==> config.mk <==
export PLATFORM = sky130hd
export DESIGN_NAME = spsv_ram
export DESIGN_NICKNAME = d
export VERILOG_FILES = /design/src/sv/spsv_ram.sv
export SDC_FILE = /design/constraint.sdc
export NUM_CORES = 1
export LEC_CHECK = 0
export BUFFER_PORTS_ARGS = -buffer_cell sky130_fd_sc_hd__buf_2
export CAP_MARGIN = 10
export CORE_ASPECT_RATIO = 1.2
export CORE_MARGIN = 8
export CORE_UTILIZATION = 50
export DETAILED_ROUTE_END_ITERATION = 6
export HOLD_SLACK_MARGIN = 0.06
export PLACE_DENSITY = 0.7
export SYNTH_ARGS = -nofsm -noshare
export SYNTH_HDL_FRONTEND = slang
export SYNTH_SLANG_ARGS = --single-unit
==> constraint.sdc <==
create_clock -name clk -period 2.2 [get_ports clk]
set_input_delay 0.11 -clock clk [delete_from_list [all_inputs] [get_ports clk]]
set_output_delay 0.11 -clock clk [all_outputs]
set_load 0.01 [all_outputs]
==> src/sv/spsv_ram.sv <==
// ----------------------------------------------------------------------------
// spsv_ram
// Generic simple dual-port RAM, one write and one registered read port.
// ----------------------------------------------------------------------------
module spsv_ram #(
    parameter int WIDTH = 16,
    parameter int DEPTH = 16,
    parameter int AW    = (DEPTH > 1) ? $clog2(DEPTH) : 1
) (
    input  logic             clk,
    input  logic             we,
    input  logic [AW-1:0]    waddr,
    input  logic [WIDTH-1:0] wdata,
    input  logic [AW-1:0]    raddr,
    output logic [WIDTH-1:0] rdata
);
    logic [WIDTH-1:0] mem [DEPTH];

    always_ff @(posedge clk)
    begin
        if (we)
        begin
            mem[waddr] <= wdata;
        end
        rdata <= mem[raddr];
    end
endmodule

## After elaboration in Yosys (flattened, before gate mapping)

Memories as Yosys holds them, arrays and structs flattened. A register that Yosys moved wholly into a read port is not among the register bits.
Index checks and enable logic that the tools add are counted.
W data, S select, Z words.

- Register bits after elaboration: 0
- Latch bits: 0
- Bits in writable memories: 256
- Bits in read-only memories: 0
- Bits of input ports: 26
- Output and inout bits: 16
- Logic and storage cells: 3
- Memories: 1

Memory list:

| name | words | bits a word | read ports | clocked after Yosys merged registers in | wr ports | line | source |
|---|---|---|---|---|---|---|---|
| mem | 16 | 16 | 1 | 1 | 1 | 17 | `logic [WIDTH-1:0] mem [DEPTH];` |

- Add/subtract/negate cells: 0
- Multipliers: 0
- Divide/modulo/power cells: 0
- $lt $le $gt $ge: 0
- Eq/ne operators: 0
- Shift-type cells: 0
- Muxes and demuxes: 2
- Bitwise gates (word level): 0
- Reductions and logical operators: 0

Operators by type and width:

| operator | number |
|---|---|
| $mux W1 | 2 |

## Longest topological paths before layout

Gate-level depths: netlist (run 1).

- Word-level depth: 2
- Mapped depth: 5
- Depth with buffers taken out: 3

## Worst setup path before layout (run 1)

OpenSTA, ideal clock, no wires.

- Path type: in2reg
- Start: input port waddr[2]
- End: memory mem[0][0], enable pin
- Setup time: 0.409 ns
- Data arrival time: 1.756 ns
- Required time: 1.791 ns
- Path slack: 0.035 ns
- Stages: 2
- Buffers on the path: 0
- Cell sequence: or3b_2 nor3_1

RTL lines:

| what | line | source |
|---|---|---|
| start: declaration | 12 | `input logic [AW-1:0] waddr,` |
| end: declaration | 17 |  |

No word-level cell before the write port.

==> flow_summary.ini, run 1 <==
[routing]
dr_total_vias = 4606
drt-initial-drc-count = 497
dr.pass1.iters = 4
antenna_left = 0
drc_errors = 0
drt-vias-per-instance = 5.72
routed_wl_um = 19800
wl_per_cell_um = 24.6

[pwr]
peakVddDrop_mv = 0.732
p_per_area_nw_per_um2 = 896
cellLeakagePower_nw = 3.84

[place]
dp_hpwl_um = 11100
placed_area_sq_um = 10800
place_inst = 744
numPortBuffers = 41
gp_congestion = 0.737

[sta]
slew_headroom = 0.547
final.setup.tns_ns = 0
rsz0062_at_grt = no
slew_violations = 0
hold_viol = 0
worst_slew_pin_slew_ns = 0.680
finalClockSkew_ns = 0.0121
fin_crit_sh = 0.640
post-route-min-period_ns = 1.41
fmaxAchievable_mhz = 711
setup_violations = 0

[outcome]
outcome = complete, no violations

[critical_path]
path_cells = mux4_2 > a22oi_1 > nand2_1
arrival_ns = 1.78
ff2ff_path_depth = 3
critPathTopFamily = multiplexers
startpoint_type = flip-flop
path_class = reg -> reg
path_buf_inv = 0
cpMaxStageDelayCell = mux4_2
path_depth = 3
slowest_delay_ns = 0.49
critPathCaptureType = flip-flop
cp_max_fo = 1
crit_required_ns = 2.58

[cts]
cts_buffers = 25
htreeDepth = 1
cts_root_buf = clkbuf_16
cts_sinks = 272
clock_path_buffers = 3
cts_resized = 0
clk-insertion-delay-late_ns = 0.51
hold_buffers = 16
cts_tree = yes
cts.clk_slew.worst_paths_ns = 0.06
post_cts_buffers = 0

[yosys]
synth_flop_cell = edfxtp_1
syn-num-nets = 458
synth_cell_type_count = 19
synth_top_area_share = 0.765
synth_most_common_cell = edfxtp_1
synth_top_cell_by_area = edfxtp_1
synthArstFlopShare = 0
yosysWarnings = 0
synth-seq-cells = 272
synth-edff-count = 256
netlist_area_sq_um = 10000
synth.avg_cell_area_sq_um = 23.2
synth-seq-area-share = 0.797
synthTopCellsByCount = edfxtp_1, mux4_2, a22oi_1, nand2_1, dfxtp_1
synth.area.top_cells = edfxtp_1, mux4_2, dfxtp_1, mux4_1, a22oi_1
synthesis.instances = 432

[grt]
antenna_found_initial = 0
overflow = 0
grt_use_total = 0.163
grt_pass1_wl_um = 30500
grt_pass1_vias = 5130
grt_max_degree = 65

[finish]
area_growth_pct = 16.6
fin_cells = 805
fillers = 1421
seq_area_sq_um = 8010
design_area_sq_um = 11700
antenna_cells = 0
multi_input_area_sq_um = 1960
nets = 548
drive_above_1_share = 0.319

[floorplanning]
initial_core_util = 0.503
fp-row-count = 57
core_area_sq_um = 20000
io_pins = 42
fp.dieH_um = 171
die_w_um = 145
fp.dieArea_sq_um = 24900

[job]
drv_cap = 0

[worst_hold_path]
worstHoldPathType = in -> reg
whs_path_depth = 5
-- power by group --
part	internal [mW]	switching (mW)	leakage (nW)
clock network	2.40	1.72	0.383
logic	0.243	0.306	1.01
registers	5.79	0.0320	2.45
total	8.44	2.06	3.84
-- cells by family (layout without fill, tap and decap cells) --
| family | after synthesis | count (layout) | share of synthesized area |
|---|---|---|---|
| AND/OR/NAND/NOR | 43 | 43 | 0.0192 |
| AO/OA/AOI/OAI | 32 | 32 | 0.0239 |
| flip-flops | 272 | 272 | 0.797 |
| multiplexers | 64 | 64 | 0.147 |
| buffers and inverters | 21 | 129 | 0.0123 |
-- final cells by class --
cell class,count,share of cell area
clock buffer,35,0.0584
clock inverter,10,0.00876
multi-input combinational,139,0.168
sequential,272,0.684
tap,265,0.0283
timing repair buffer,84,0.0530
-- placed cells by master (no fill, tap or decap) --
| cell | instances |
|---|---|
| edfxtp_1 | 256 |
| mux4_2 | 54 |
| buf_2 | 40 |
| a22oi_1 | 32 |
| clkbuf_16 | 25 |
| buf_4 | 24 |
| nand2_1 | 17 |
| dlygate4sd3_1 | 16 |
| dfxtp_1 | 16 |
| nor2_2 | 12 |
| mux4_1 | 10 |
| clkbuf_1 | 8 |
| nor3_2 | 4 |
| clkinv_1 | 4 |
| buf_12 | 4 |
| nor2b_1 | 2 |
| nand3b_1 | 2 |
| nand2b_1 | 2 |
| clkbuf_8 | 2 |
| bufinv_16 | 2 |
| clkinv_2 | 2 |
| and2_1 | 1 |
| nor2_1 | 1 |
| nand3_1 | 1 |
| or3b_2 | 1 |
| clkinv_4 | 1 |
| inv_6 | 1 |
-- stage by stage --
stage | hold slack (ns) | utilization | total power [mW] | setup slack, ns
finish | 0.258 | 0.586 | 10.5 | 0.793
global route | 0.274 | 0.586 | 10.8 | 0.776
CTS | 0.238 | 0.586 | 10.6 | 0.783
detailed placement | 0.494 | 0.539 | 6.47 | 0.642
global placement | 0.474 | 0.539 | 6.45 | 0.655
floorplan | 0.209 | - | 6.23 | 0.0349
-- worst reg2reg max path: stages (launching register included) --
cell,delay [ns]
edfxtp_1,0.38
mux4_2,0.49
a22oi_1,0.31
nand2_1,0.10
-- sequential cells by signal, summed over array words and instances (netlist names) --
register  count
mem         256
rdata        16
-- final timing paths --
check / startpoint / end / slack [ns]
worst max-delay path: mem[11][3] / rdata[3] / 0.79
worst min-delay path: raddr[3] / rdata[0] / 0.26
worst min register to register: mem[15][11] / rdata[11] / 0.67
worst max register to register: mem[11][3] / rdata[3] / 0.79
-- routing by layer --
| metal | track usage | routed length (um) |
|---|---|---|
| met1 | 0.199 | 7520 |
| met2 | 0.289 | 10200 |
| met3 | 0.0276 | 1500 |
| met4 | 0.0630 | 532 |
| met5 | 0 | 0 |
Power figures use the tool's default switching activity.
==> inputs of run 2 (changes only) <==
- clock period: 2.2 -> 1.2 ns (I/O delays scaled with it)
==> run 2 against run 1 <==
The flow now finishes with violations (setup timing); sequential share of layout area fell by 2.4 points; worst hold slack worse by 0.16 ns; first-iteration DRC count shrank 12%; sequential cell count unchanged; largest power group unchanged; critical path type unchanged.
==> flow_summary.ini, run 2 (synthesis results as in run 1) <==
[cts]
cts_root_buf = clkbuf_16
cts_tree = yes
cts_sinks = 272
clk-insertion-delay-late_ns = 0.51
cts_buffers = 24
clock_path_buffers = 3
cts.clk_slew.worst_paths_ns = 0.06
htreeDepth = 1

[sta]
whs_ns = 0.0976
fin_ws_ns = -0.0569
slew_headroom = 0.603
post-route-min-period_ns = 1.26
worst_slew_pin_slew_ns = 0.594
rsz0062_at_grt = yes
fmaxAchievable_mhz = 796
final.setup.tns_ns = -0.289
fin_crit_sh = 1.05
finalClockSkew_ns = 0.0103
slew_violations = 0
hold_viol = 0
setup_violations = 12

[pwr]
peakVddDrop_mv = 0.906
cellLeakagePower_nw = 3.93
p_per_area_nw_per_um2 = 1590
power.total_mw = 19.2

[critical_path]
reg2reg_from = mem[10][9]
r2r-end = rdata[9]
arrival_ns = 1.66
crit_start = mem[10][9]
path_class = reg -> reg
crit_path_end = rdata[9]
ff2ff_path_depth = 3
cp_max_fo = 1
rrSetupSlack_ns = -0.06
critPathCaptureType = flip-flop
startpoint_type = flip-flop
crit_required_ns = 1.60

[finish]
mostFrequentLayoutCell = edfxtp_1
top_regs = mem: 256 flops, rdata: 16 flops
largest_reg_flops = 256
nets = 558
mostFrequentLayoutCells = edfxtp_1, mux4_2, buf_2
antenna_cells = 0
regMostFlops = mem
drive_above_1_share = 0.400
fin_cells = 815
area_growth_pct = 20.8
design_area_sq_um = 12100
final_core_util = 0.608

[grt]
grt_pass1_wl_um = 30600
antenna_found_initial = 0
grt_pass1_vias = 4987
overflow = 0
grt_use_total = 0.165
grt_max_degree = 29

[worst_hold_path]
whs_path_depth = 3
worstHoldPathType = in -> reg

[routing]
dr_total_vias = 4710
routed_wl_um = 19900
drt-initial-drc-count = 436
wl_per_cell_um = 24.5
dr.pass1.iters = 4
drc_errors = 0
drt-vias-per-instance = 5.78
antenna_left = 0

[outcome]
outcome = finished with violations
failed_checks = setup timing

[place]
place_inst = 755
gp_congestion = 0.769
dp_hpwl_um = 11700
numPortBuffers = 41
pre_cts_slack_ns = -0.313
placed_area_sq_um = 11100

[floorplanning]
fp.dieH_um = 171
die_w_um = 145
fp-row-count = 57
io_pins = 42
fp.dieArea_sq_um = 24900
core_area_sq_um = 20000
initial_core_util = 0.503

[job]
drv_cap = 0
run 2: final cells by class:
| type | instances | area, sq um |
|---|---|---|
| fillers | 1375 | 7840 |
| clock inverters | 17 | 133 |
| flip-flops and latches | 272 | 8010 |
| well taps | 265 | 332 |
| repair buffers | 95 | 941 |
| multi-input cells | 139 | 2090 |
| clock buffers | 27 | 633 |
run 2: worst min-delay path by stage:
stage,start,to
floorplan,wdata[0],mem[0][0]
global placement,wdata[11],mem[4][11]
detailed placement,wdata[11],mem[5][11]
CTS,waddr[1],mem[0][13]
global route,waddr[1],mem[0][15]
finish,waddr[1],mem[0][9]
run 2: critical path, cell delays in order, from the launching register on:
cell      delay [ns]
edfxtp_1        0.39
mux4_2          0.52
a22oi_2         0.17
nand2_1         0.07
run 2: routing by layer:
metal / part of all wire / global-route usage / wire (um)
met3: 0.066 / 0.0242 / 1320
met1: 0.41 / 0.214 / 8140
met5: 0 / 0 / 0
met4: 0.015 / 0.0471 / 306
met2: 0.51 / 0.288 / 10200
run 2: what timing repair did:
item	CTS	global route
hold buffers	16	0
buffers inserted	0	0
gates resized for setup	22	11
pin swaps	20	10
endpoints found under the setup margin	16	16
endpoints found under the hold margin	256	0
run 2: power by group:
part | internal [mW] | switching, mW
clock network | 4.22 | 3.19
registers | 10.6 | 0.0622
logic | 0.541 | 0.617
