`src/sv/spsv_pkg.sv`:
```
// ----------------------------------------------------------------------------
// spsv_pkg
// Shared types and constants for the segmented prime sieve.
// ----------------------------------------------------------------------------
package spsv_pkg;

    localparam int DEF_WINDOW_SIZE = 4096;
    localparam int DEF_BASE_DEPTH  = 8192;

    localparam logic [1:0] OP_CLEAR  = 2'd0;
    localparam logic [1:0] OP_APPEND = 2'd1;
    localparam logic [1:0] OP_SIEVE  = 2'd2;

    typedef struct packed {
        logic [1:0]  operation;
        logic [15:0] prime_value;
        logic [31:0] window_low;
        logic [12:0] window_length;
    } cmd_t;

    typedef struct packed {
        logic [5:0]  word_index;
        logic [63:0] prime_flags;
        logic        last_word;
    } flag_t;

    typedef struct packed {
        logic        start;
        logic [31:0] dividend;
        logic [15:0] divisor;
    } div_req_t;

    typedef struct packed {
        logic        done;
        logic [15:0] remainder;
    } div_rsp_t;

    typedef enum logic [3:0] {
        ST_IDLE,
        ST_INIT,
        ST_WALK_RD,
        ST_WALK_SQ,
        ST_WALK_CHK,
        ST_WALK_DIV,
        ST_WALK_OFF,
        ST_CLR_RD,
        ST_CLR_WR,
        ST_EMIT_RD,
        ST_EMIT_OUT
    } state_t;

endpackage

```
`src/sv/spsv_div.sv`:
```
// ----------------------------------------------------------------------------
// spsv_div
// Restoring remainder unit: 32-bit dividend by 16-bit divisor, one bit a cycle.
// ----------------------------------------------------------------------------
module spsv_div (
    input  logic                clk,
    input  logic                rst_n,
    input  spsv_pkg::div_req_t  req,
    output spsv_pkg::div_rsp_t  rsp
);
    import spsv_pkg::*;

    logic [31:0] dvd_reg;
    logic [15:0] dvs_reg;
    logic [15:0] rem_reg;
    logic [5:0]  cnt_reg;
    logic        busy_reg;
    logic        done_reg;
    logic [16:0] trial;

    assign trial = {rem_reg, dvd_reg[31]};

    always_ff @(posedge clk or negedge rst_n)
    begin
        if (!rst_n)
        begin
            busy_reg <= 1'b0;
            done_reg <= 1'b0;
            cnt_reg  <= '0;
        end
        else
        begin
            done_reg <= 1'b0;
            if (req.start)
            begin
                busy_reg <= 1'b1;
                cnt_reg  <= '0;
            end
            else if (busy_reg)
            begin
                cnt_reg <= cnt_reg + 6'd1;
                if (cnt_reg == 6'd31)
                begin
                    busy_reg <= 1'b0;
                    done_reg <= 1'b1;
                end
            end
        end
    end

    always_ff @(posedge clk)
    begin
        if (req.start)
        begin
            dvd_reg <= req.dividend;
            dvs_reg <= req.divisor;
            rem_reg <= '0;
        end
        else if (busy_reg)
        begin
            dvd_reg <= {dvd_reg[30:0], 1'b0};
            // keep the partial remainder below the divisor
            if (trial >= {1'b0, dvs_reg})
            begin
                rem_reg <= 16'(trial - {1'b0, dvs_reg});
            end
            else
            begin
                rem_reg <= trial[15:0];
            end
        end
    end

    assign rsp.done      = done_reg;
    assign rsp.remainder = rem_reg;
endmodule

```
`config.mk`:
```
export PLATFORM = sky130hd
export DESIGN_NAME = spsv_div
export DESIGN_NICKNAME = d
export VERILOG_FILES = /design/src/sv/spsv_pkg.sv /design/src/sv/spsv_div.sv
export SDC_FILE = /design/constraint.sdc
export NUM_CORES = 1
export LEC_CHECK = 0
export BUFFER_PORTS_ARGS = -buffer_cell sky130_fd_sc_hd__buf_4
export CORE_MARGIN = 10
export CORE_UTILIZATION = 50
export DETAILED_ROUTE_END_ITERATION = 12
export PLACE_DENSITY = 0.73
export SYNTH_ARGS = -nofsm -noshare
export SYNTH_HDL_FRONTEND = slang
export SYNTH_SLANG_ARGS = --single-unit
```
`constraint.sdc`:
```
create_clock -name clk -period 2.91 [get_ports clk]
set_clock_uncertainty 0.05 [all_clocks]
set_input_delay 0.291 -clock clk [delete_from_list [all_inputs] [get_ports clk]]
set_output_delay 0.291 -clock clk [all_outputs]
set_load 0.02 [all_outputs]
```
---- Yosys cells after proc, flatten, opt, wreduce, memory -nomap -nowiden ----
Cells that the tools add are included.
storage, ports and cells
  latch bits .............................. 0
  flip-flop bits (word level) ............. 72
  output and inout port bits .............. 17
  input port bits ......................... 51
  ROM bits ................................ 0
  logic and storage cells ................. 22
  memory bits (writable) .................. 0
  memories ................................ 0
cells by class
  bitwise operators ....................... 0
  $mul .................................... 0
  magnitude comparators ................... 1
  equality and inequality tests ........... 1
  shift operators ......................... 0
  reduce and logical (&&, ||, !) cells .... 1
  mux-type cells .......................... 11
  add/sub/neg operators ................... 2
  divide/modulo/power cells ............... 0
operator list
  cell                                                                    count
  32-bit 2-to-1 mux                                                       2
  17-bit by 16-bit >= comparator with 1-bit output                        1
  16-bit 2-to-1 mux                                                       1
  16-bit subtractor                                                       1
  6-bit 2-to-1 mux                                                        2
  6-bit by 1-bit adder with 6-bit output (second input constant)          1
  6-bit by 5-bit equality test with 1-bit output (second input constant)  1
  1-bit 2-to-1 mux                                                        6
  2-bit nonzero test                                                      1

---- Depth between registers and ports, before layout ----
  depth in word-level cells ............... 4
  gate-level depth with buffers ........... 10
  mapped depth without buffers ............ 10

---- Least setup slack after synthesis ----
No wires, ideal clock.
  path type ............................... reg2reg
  start ................................... register dvd_reg[31]
  end ..................................... register rem_reg[10]
  arrival time ............................ 2135 ps
  period minus slack after synthesis ...... 2276 ps
  library setup time ...................... 91 ps
  cell stages (with the launch flop) ...... 11
  slack ................................... 634 ps
  cells stage by stage .................... edfxtp_1 -> inv_1 -> ha_1 -> inv_1 -> fa_1 -> a211oi_1 -> o21ai_0 -> a31oi_1 -> xnor2_1 -> o21ai_1 -> a311oi_1
between the ends
  word-level cells in the longest chain between the ends .. 2
  elaborated cells between the ends (all ways) .. 3
  those cells by class .................... add/sub: 1; order compare: 1; mux: 1
RTL lines
  what                                                                                          RTL line                        text
  start: declaration                                                                            spsv_div.sv:13                  logic [31:0] dvd_reg;
  start signal: assignment                                                                      spsv_div.sv:55                  dvd_reg <= req.dividend;
  start signal: assignment                                                                      spsv_div.sv:61                  dvd_reg <= {dvd_reg[30:0], 1'b0};
  16-bit subtractor / 17-bit by 16-bit >= comparator with 1-bit output (equally long branches)  spsv_div.sv:65, spsv_div.sv:63
  16-bit 2-to-1 mux *                                                                           spsv_div.sv:63                  if (trial >= {1'b0, dvs_reg})
  end signal: assignment                                                                        spsv_div.sv:65                  rem_reg <= 16'(trial - {1'b0, dvs_reg});
  end signal: assignment                                                                        spsv_div.sv:69                  rem_reg <= trial[15:0];
  end: declaration                                                                              spsv_div.sv:15                  logic [15:0] rem_reg;
Every way passes the cells marked *; elsewhere a longest branch is shown, timed or not.
A chain may end at the register's enable or synchronous reset.

---- Final worst setup path ----
Same ends and word-level chain as after synthesis.

==> metrics.log <==
[metrics] outcome: finished clean
[metrics] most frequent cells in the layout: 75 x buf_4, 48 x edfxtp_1, 31 x mux2_2
[metrics] fin. max-slew vios: 0
[metrics] detailed-route via count: 2,870
[metrics] worst endpoint required time: 3.13 ns
[metrics] final worst-path cycle share: 90.1%
[metrics] number of global-route vias before repair: 2,892
[metrics] kind of start point of the critical path: flip-flop
[metrics] combined global-route utilization of all metal layers: 15.4%
[metrics] antenna fix cells: 0
[metrics] sum of negative setup slack: 0 ns
[metrics] post-cts sizing count: 0
[metrics] worst-skew pair later-pin latency: 0.37 ns
[metrics] P per Cell Area: 812 nW/µm²
[metrics] clock tree from TritonCTS: yes
[metrics] number of warnings issued by yosys: 0
[metrics] Synth Net Count: 411
[metrics] Floorplan Core Area: 7370 µm²
[metrics] detailed route wirelength on metal2: 4490 µm
[metrics] Max H-tree Level: 3
[metrics] Main synth FF type: edfxtp_1
[metrics] maximum net fanout on the critical path: 3
[metrics] post-route total power: 3.78 mW
[metrics] post-detailed-placement half-perimeter wirelength: 6400 µm
[metrics] maximum clock frequency: 381 MHz
[metrics] setup repair after global routing missed its margin: false
[metrics] Final min period: 2.62 ns
[metrics] Cells after Synth: 342
[metrics] number of distinct library cells after synthesis: 53
[metrics] Largest register FFs: 32
[metrics] antenna violations before repair: 0
[metrics] clock transition time at the flip-flop clock pins of the worst setup and hold paths: 0.09 ns
[metrics] routed len/inst: 17.2 µm
[metrics] max-cap viol count: 0
[metrics] cell type with the highest occurrence count on the critical path: inv_1
[metrics] final hold slack: 0.0433 ns
[metrics] worst setup margin: 0.287 ns
[metrics] post-synthesis cell area: 3860 µm²
[metrics] DIE HEIGHT: 108 µm
[metrics] global-route wire length before repair: 14,200 µm
[metrics] worst stage delay on the critical path: 0.43 ns
[metrics] top cell family by delay on the critical path: compound AO/OA/AOI/OAI gates
[metrics] Leakage Power: 1.93 nW
[metrics] floorplan die width: 108 µm
[metrics] sum of overflow across all layers after global routing: 0
[metrics] Critical Path End Type: flip-flop
[metrics] critical hold path startpoint: req[7]
[metrics] final estimated routing congestion in global placement: 0.872
[metrics] Worst slew margin: 65.1%
[metrics] number of enable-type register cells in the synthesized netlist: 48
[metrics] drt first-iter violations: 154
[metrics] Layout area overhead: 20.6%
[metrics] hold depth: 1
[metrics] final hold violations: 0
[metrics] met3 wirelength from detailed routing: 534 µm
[metrics] total clock buffers created by CTS: 9
[metrics] post-CTS setup buffers: 0
[metrics] Setup-failing EPs final: 0
[metrics] critical path type: reg2reg
[metrics] ports placed on the boundary: 68
[metrics] peak supply drop: 374 µV
[metrics] sequential-to-total area share from yosys stat: 50.8%
[metrics] DRC violations left: 0
[metrics] clock tree buffer depth: 2
[metrics] worst reg2reg path startpoint: dvd_reg[31]$_DFFE_PP_
[metrics] fraction of registers with async set or reset after synthesis: 11.1%
[metrics] cells along the critical path: inv_1, ha_1, inv_1, fa_1, a211oi_1, o21ai_0, a31oi_1, xnor2_1, o21ai_1, a311oi_1
[metrics] endpoint of the worst hold-timing path: dvs_reg[7]$_DFFE_PP_
[metrics] critical path buffer and inverter count: 2
[metrics] slew of the pin with the lowest slew margin: 0.519 ns
[metrics] starting utilization of the core area: 52.4%
[metrics] worst min-delay path class: in2reg
[metrics] R2R Path End: rem_reg[10]$_SDFFE_PP0P_
[metrics] detailed-routing iteration count for the pre-antenna-repair pass: 4
[metrics] Final ANT Viol Nets: 0
[metrics] crit path max-delay cell type: fa_1
[metrics] routed metal-1 wire length: 3720 µm
[metrics] FF-to-FF path depth: 10
[metrics] via density per instance: 5.56
[metrics] number of buffers added on ports: 67
[metrics] most common cell after layout, fill and taps aside: buf_4
[metrics] Final Routed Wirelength: 8860 µm
[metrics] standard-cell rows: 31
[metrics] uppermost routed layer: met4
[metrics] count of clock tree sinks: 72
[metrics] nets@finish: 481
[metrics] clock tree root driver cell: clkbuf_8
[metrics] Yosys reg bits: 72
[metrics] Avg Synthesized Cell Area: 11.3 µm²
[metrics] worst slack at placement: 0.338 ns
[metrics] share of cells above drive strength 1: 31.4%
[metrics] largest net degree at the start of global routing: 45
[metrics] Critical Path AT: 2.85 ns
[metrics] setup slack of the worst register-to-register path: 0.29 ns
[metrics] die area: 11,600 µm²
## worst register-to-register path, cell delays in order, from the launching register on
cell and delay [ns]:
edfxtp_1 0.36, inv_1 0.08, ha_1 0.17, inv_1 0.05
fa_1 0.43, a211oi_1 0.35, o21ai_0 0.22, a31oi_1 0.33
xnor2_1 0.16, o21ai_1 0.08, a311oi_1 0.25
## per-layer routing
| layer | global-route usage (%) | vias up |
|---|---|---|
| met5 | 0 | - |
| met2 | 25.9 | 74 |
| met1 | 18.2 | 1366 |
| met3 | 4.85 | 14 |
| li1 | - | 1416 |
| met4 | 4.96 | 0 |
## worst max path at each step
| stage | cells past startpoint | endpoint | startpoint |
|---|---|---|---|
| 3_3_place_gp | 10 | rem_reg[10]$_SDFFE_PP0P_ | dvd_reg[31]$_DFFE_PP_ |
| 4_1_cts | 10 | rem_reg[10]$_SDFFE_PP0P_ | dvd_reg[31]$_DFFE_PP_ |
| 3_5_place_dp | 10 | rem_reg[10]$_SDFFE_PP0P_ | dvd_reg[31]$_DFFE_PP_ |
| 5_1_grt | 10 | rem_reg[14]$_SDFFE_PP0P_ | dvd_reg[31]$_DFFE_PP_ |
| 6_report | 10 | rem_reg[10]$_SDFFE_PP0P_ | dvd_reg[31]$_DFFE_PP_ |
| 2_1_floorplan | 10 | rem_reg[10]$_SDFFE_PP0P_ | dvd_reg[31]$_DFFE_PP_ |
## timing repair
action,4_1_cts,5_1_grt
endpoints found under the setup margin,0,0
hold buffers,1,0
endpoints found under the hold margin,8,0
## cells by family (layout without fill, tap and decap cells)
logic type | count (synthesis) | count (layout) | synth area share [%]
flip-flops | 72 | 72 | 50.8
buffers and inverters | 37 | 112 | 4.21
multiplexers | 33 | 33 | 9.56
adder cells (fa/ha/maj) | 18 | 18 | 6.03
AO/OA/AOI/OAI | 88 | 88 | 16.2
XOR/XNOR | 16 | 16 | 3.63
AND/OR/NAND/NOR | 78 | 78 | 9.56
## power by group
part	switching, mW	total [mW]	internal, mW
logic	0.906	1.62	0.717
clock network	0.428	0.752	0.324
registers	0.137	1.40	1.26
## synth_stat cells (all sizes together), types with 3 or more instances
master  number  area share, %
edfxtp      48             37
mux2        31            9.0
nor2        27            2.6
o21ai       21            2.7
inv         20            1.9
ha          17            5.5
nand2       17            1.7
a21oi       16            2.4
dfxtp       16            8.3
nand3       11            1.4
a311oi      10            2.4
buf          9            1.5
clkbuf       8           0.81
dfrtp        8            5.2
xnor2        8            1.8
xor2         8            1.8
a31oi        6           0.97
o211ai       5           0.97
o31ai        5            1.1
or3          5           0.81
a21o         4           0.78
nand2b       4           0.65
nand4        4           0.65
a211oi       3           0.58
a21boi       3           0.97
a32oi        3           0.68
and2         3           0.49
nor3         3           0.39
o21bai       3           0.58
## final cells by class
class                   count  area (µm²)
clock buffers               9         124
clock inverters             7        60.1
fillers                   618        2720
well taps                  99         124
flip-flops and latches     72        1960
multi-input cells         233        1740
repair buffers             76         573
inverters                  20        75.1
## through the flow
step | cells | util (%) | instance area (µm²)
2_1_floorplan | 342 | - | 3860
6_report | 516 | 63.1 | 4650
3_5_place_dp | 499 | 60.5 | 4460
4_1_cts | 516 | 63.1 | 4650
3_3_place_gp | 499 | 60.5 | 4460
5_1_grt | 516 | 63.1 | 4650
(Power assumes the default switching activity.)
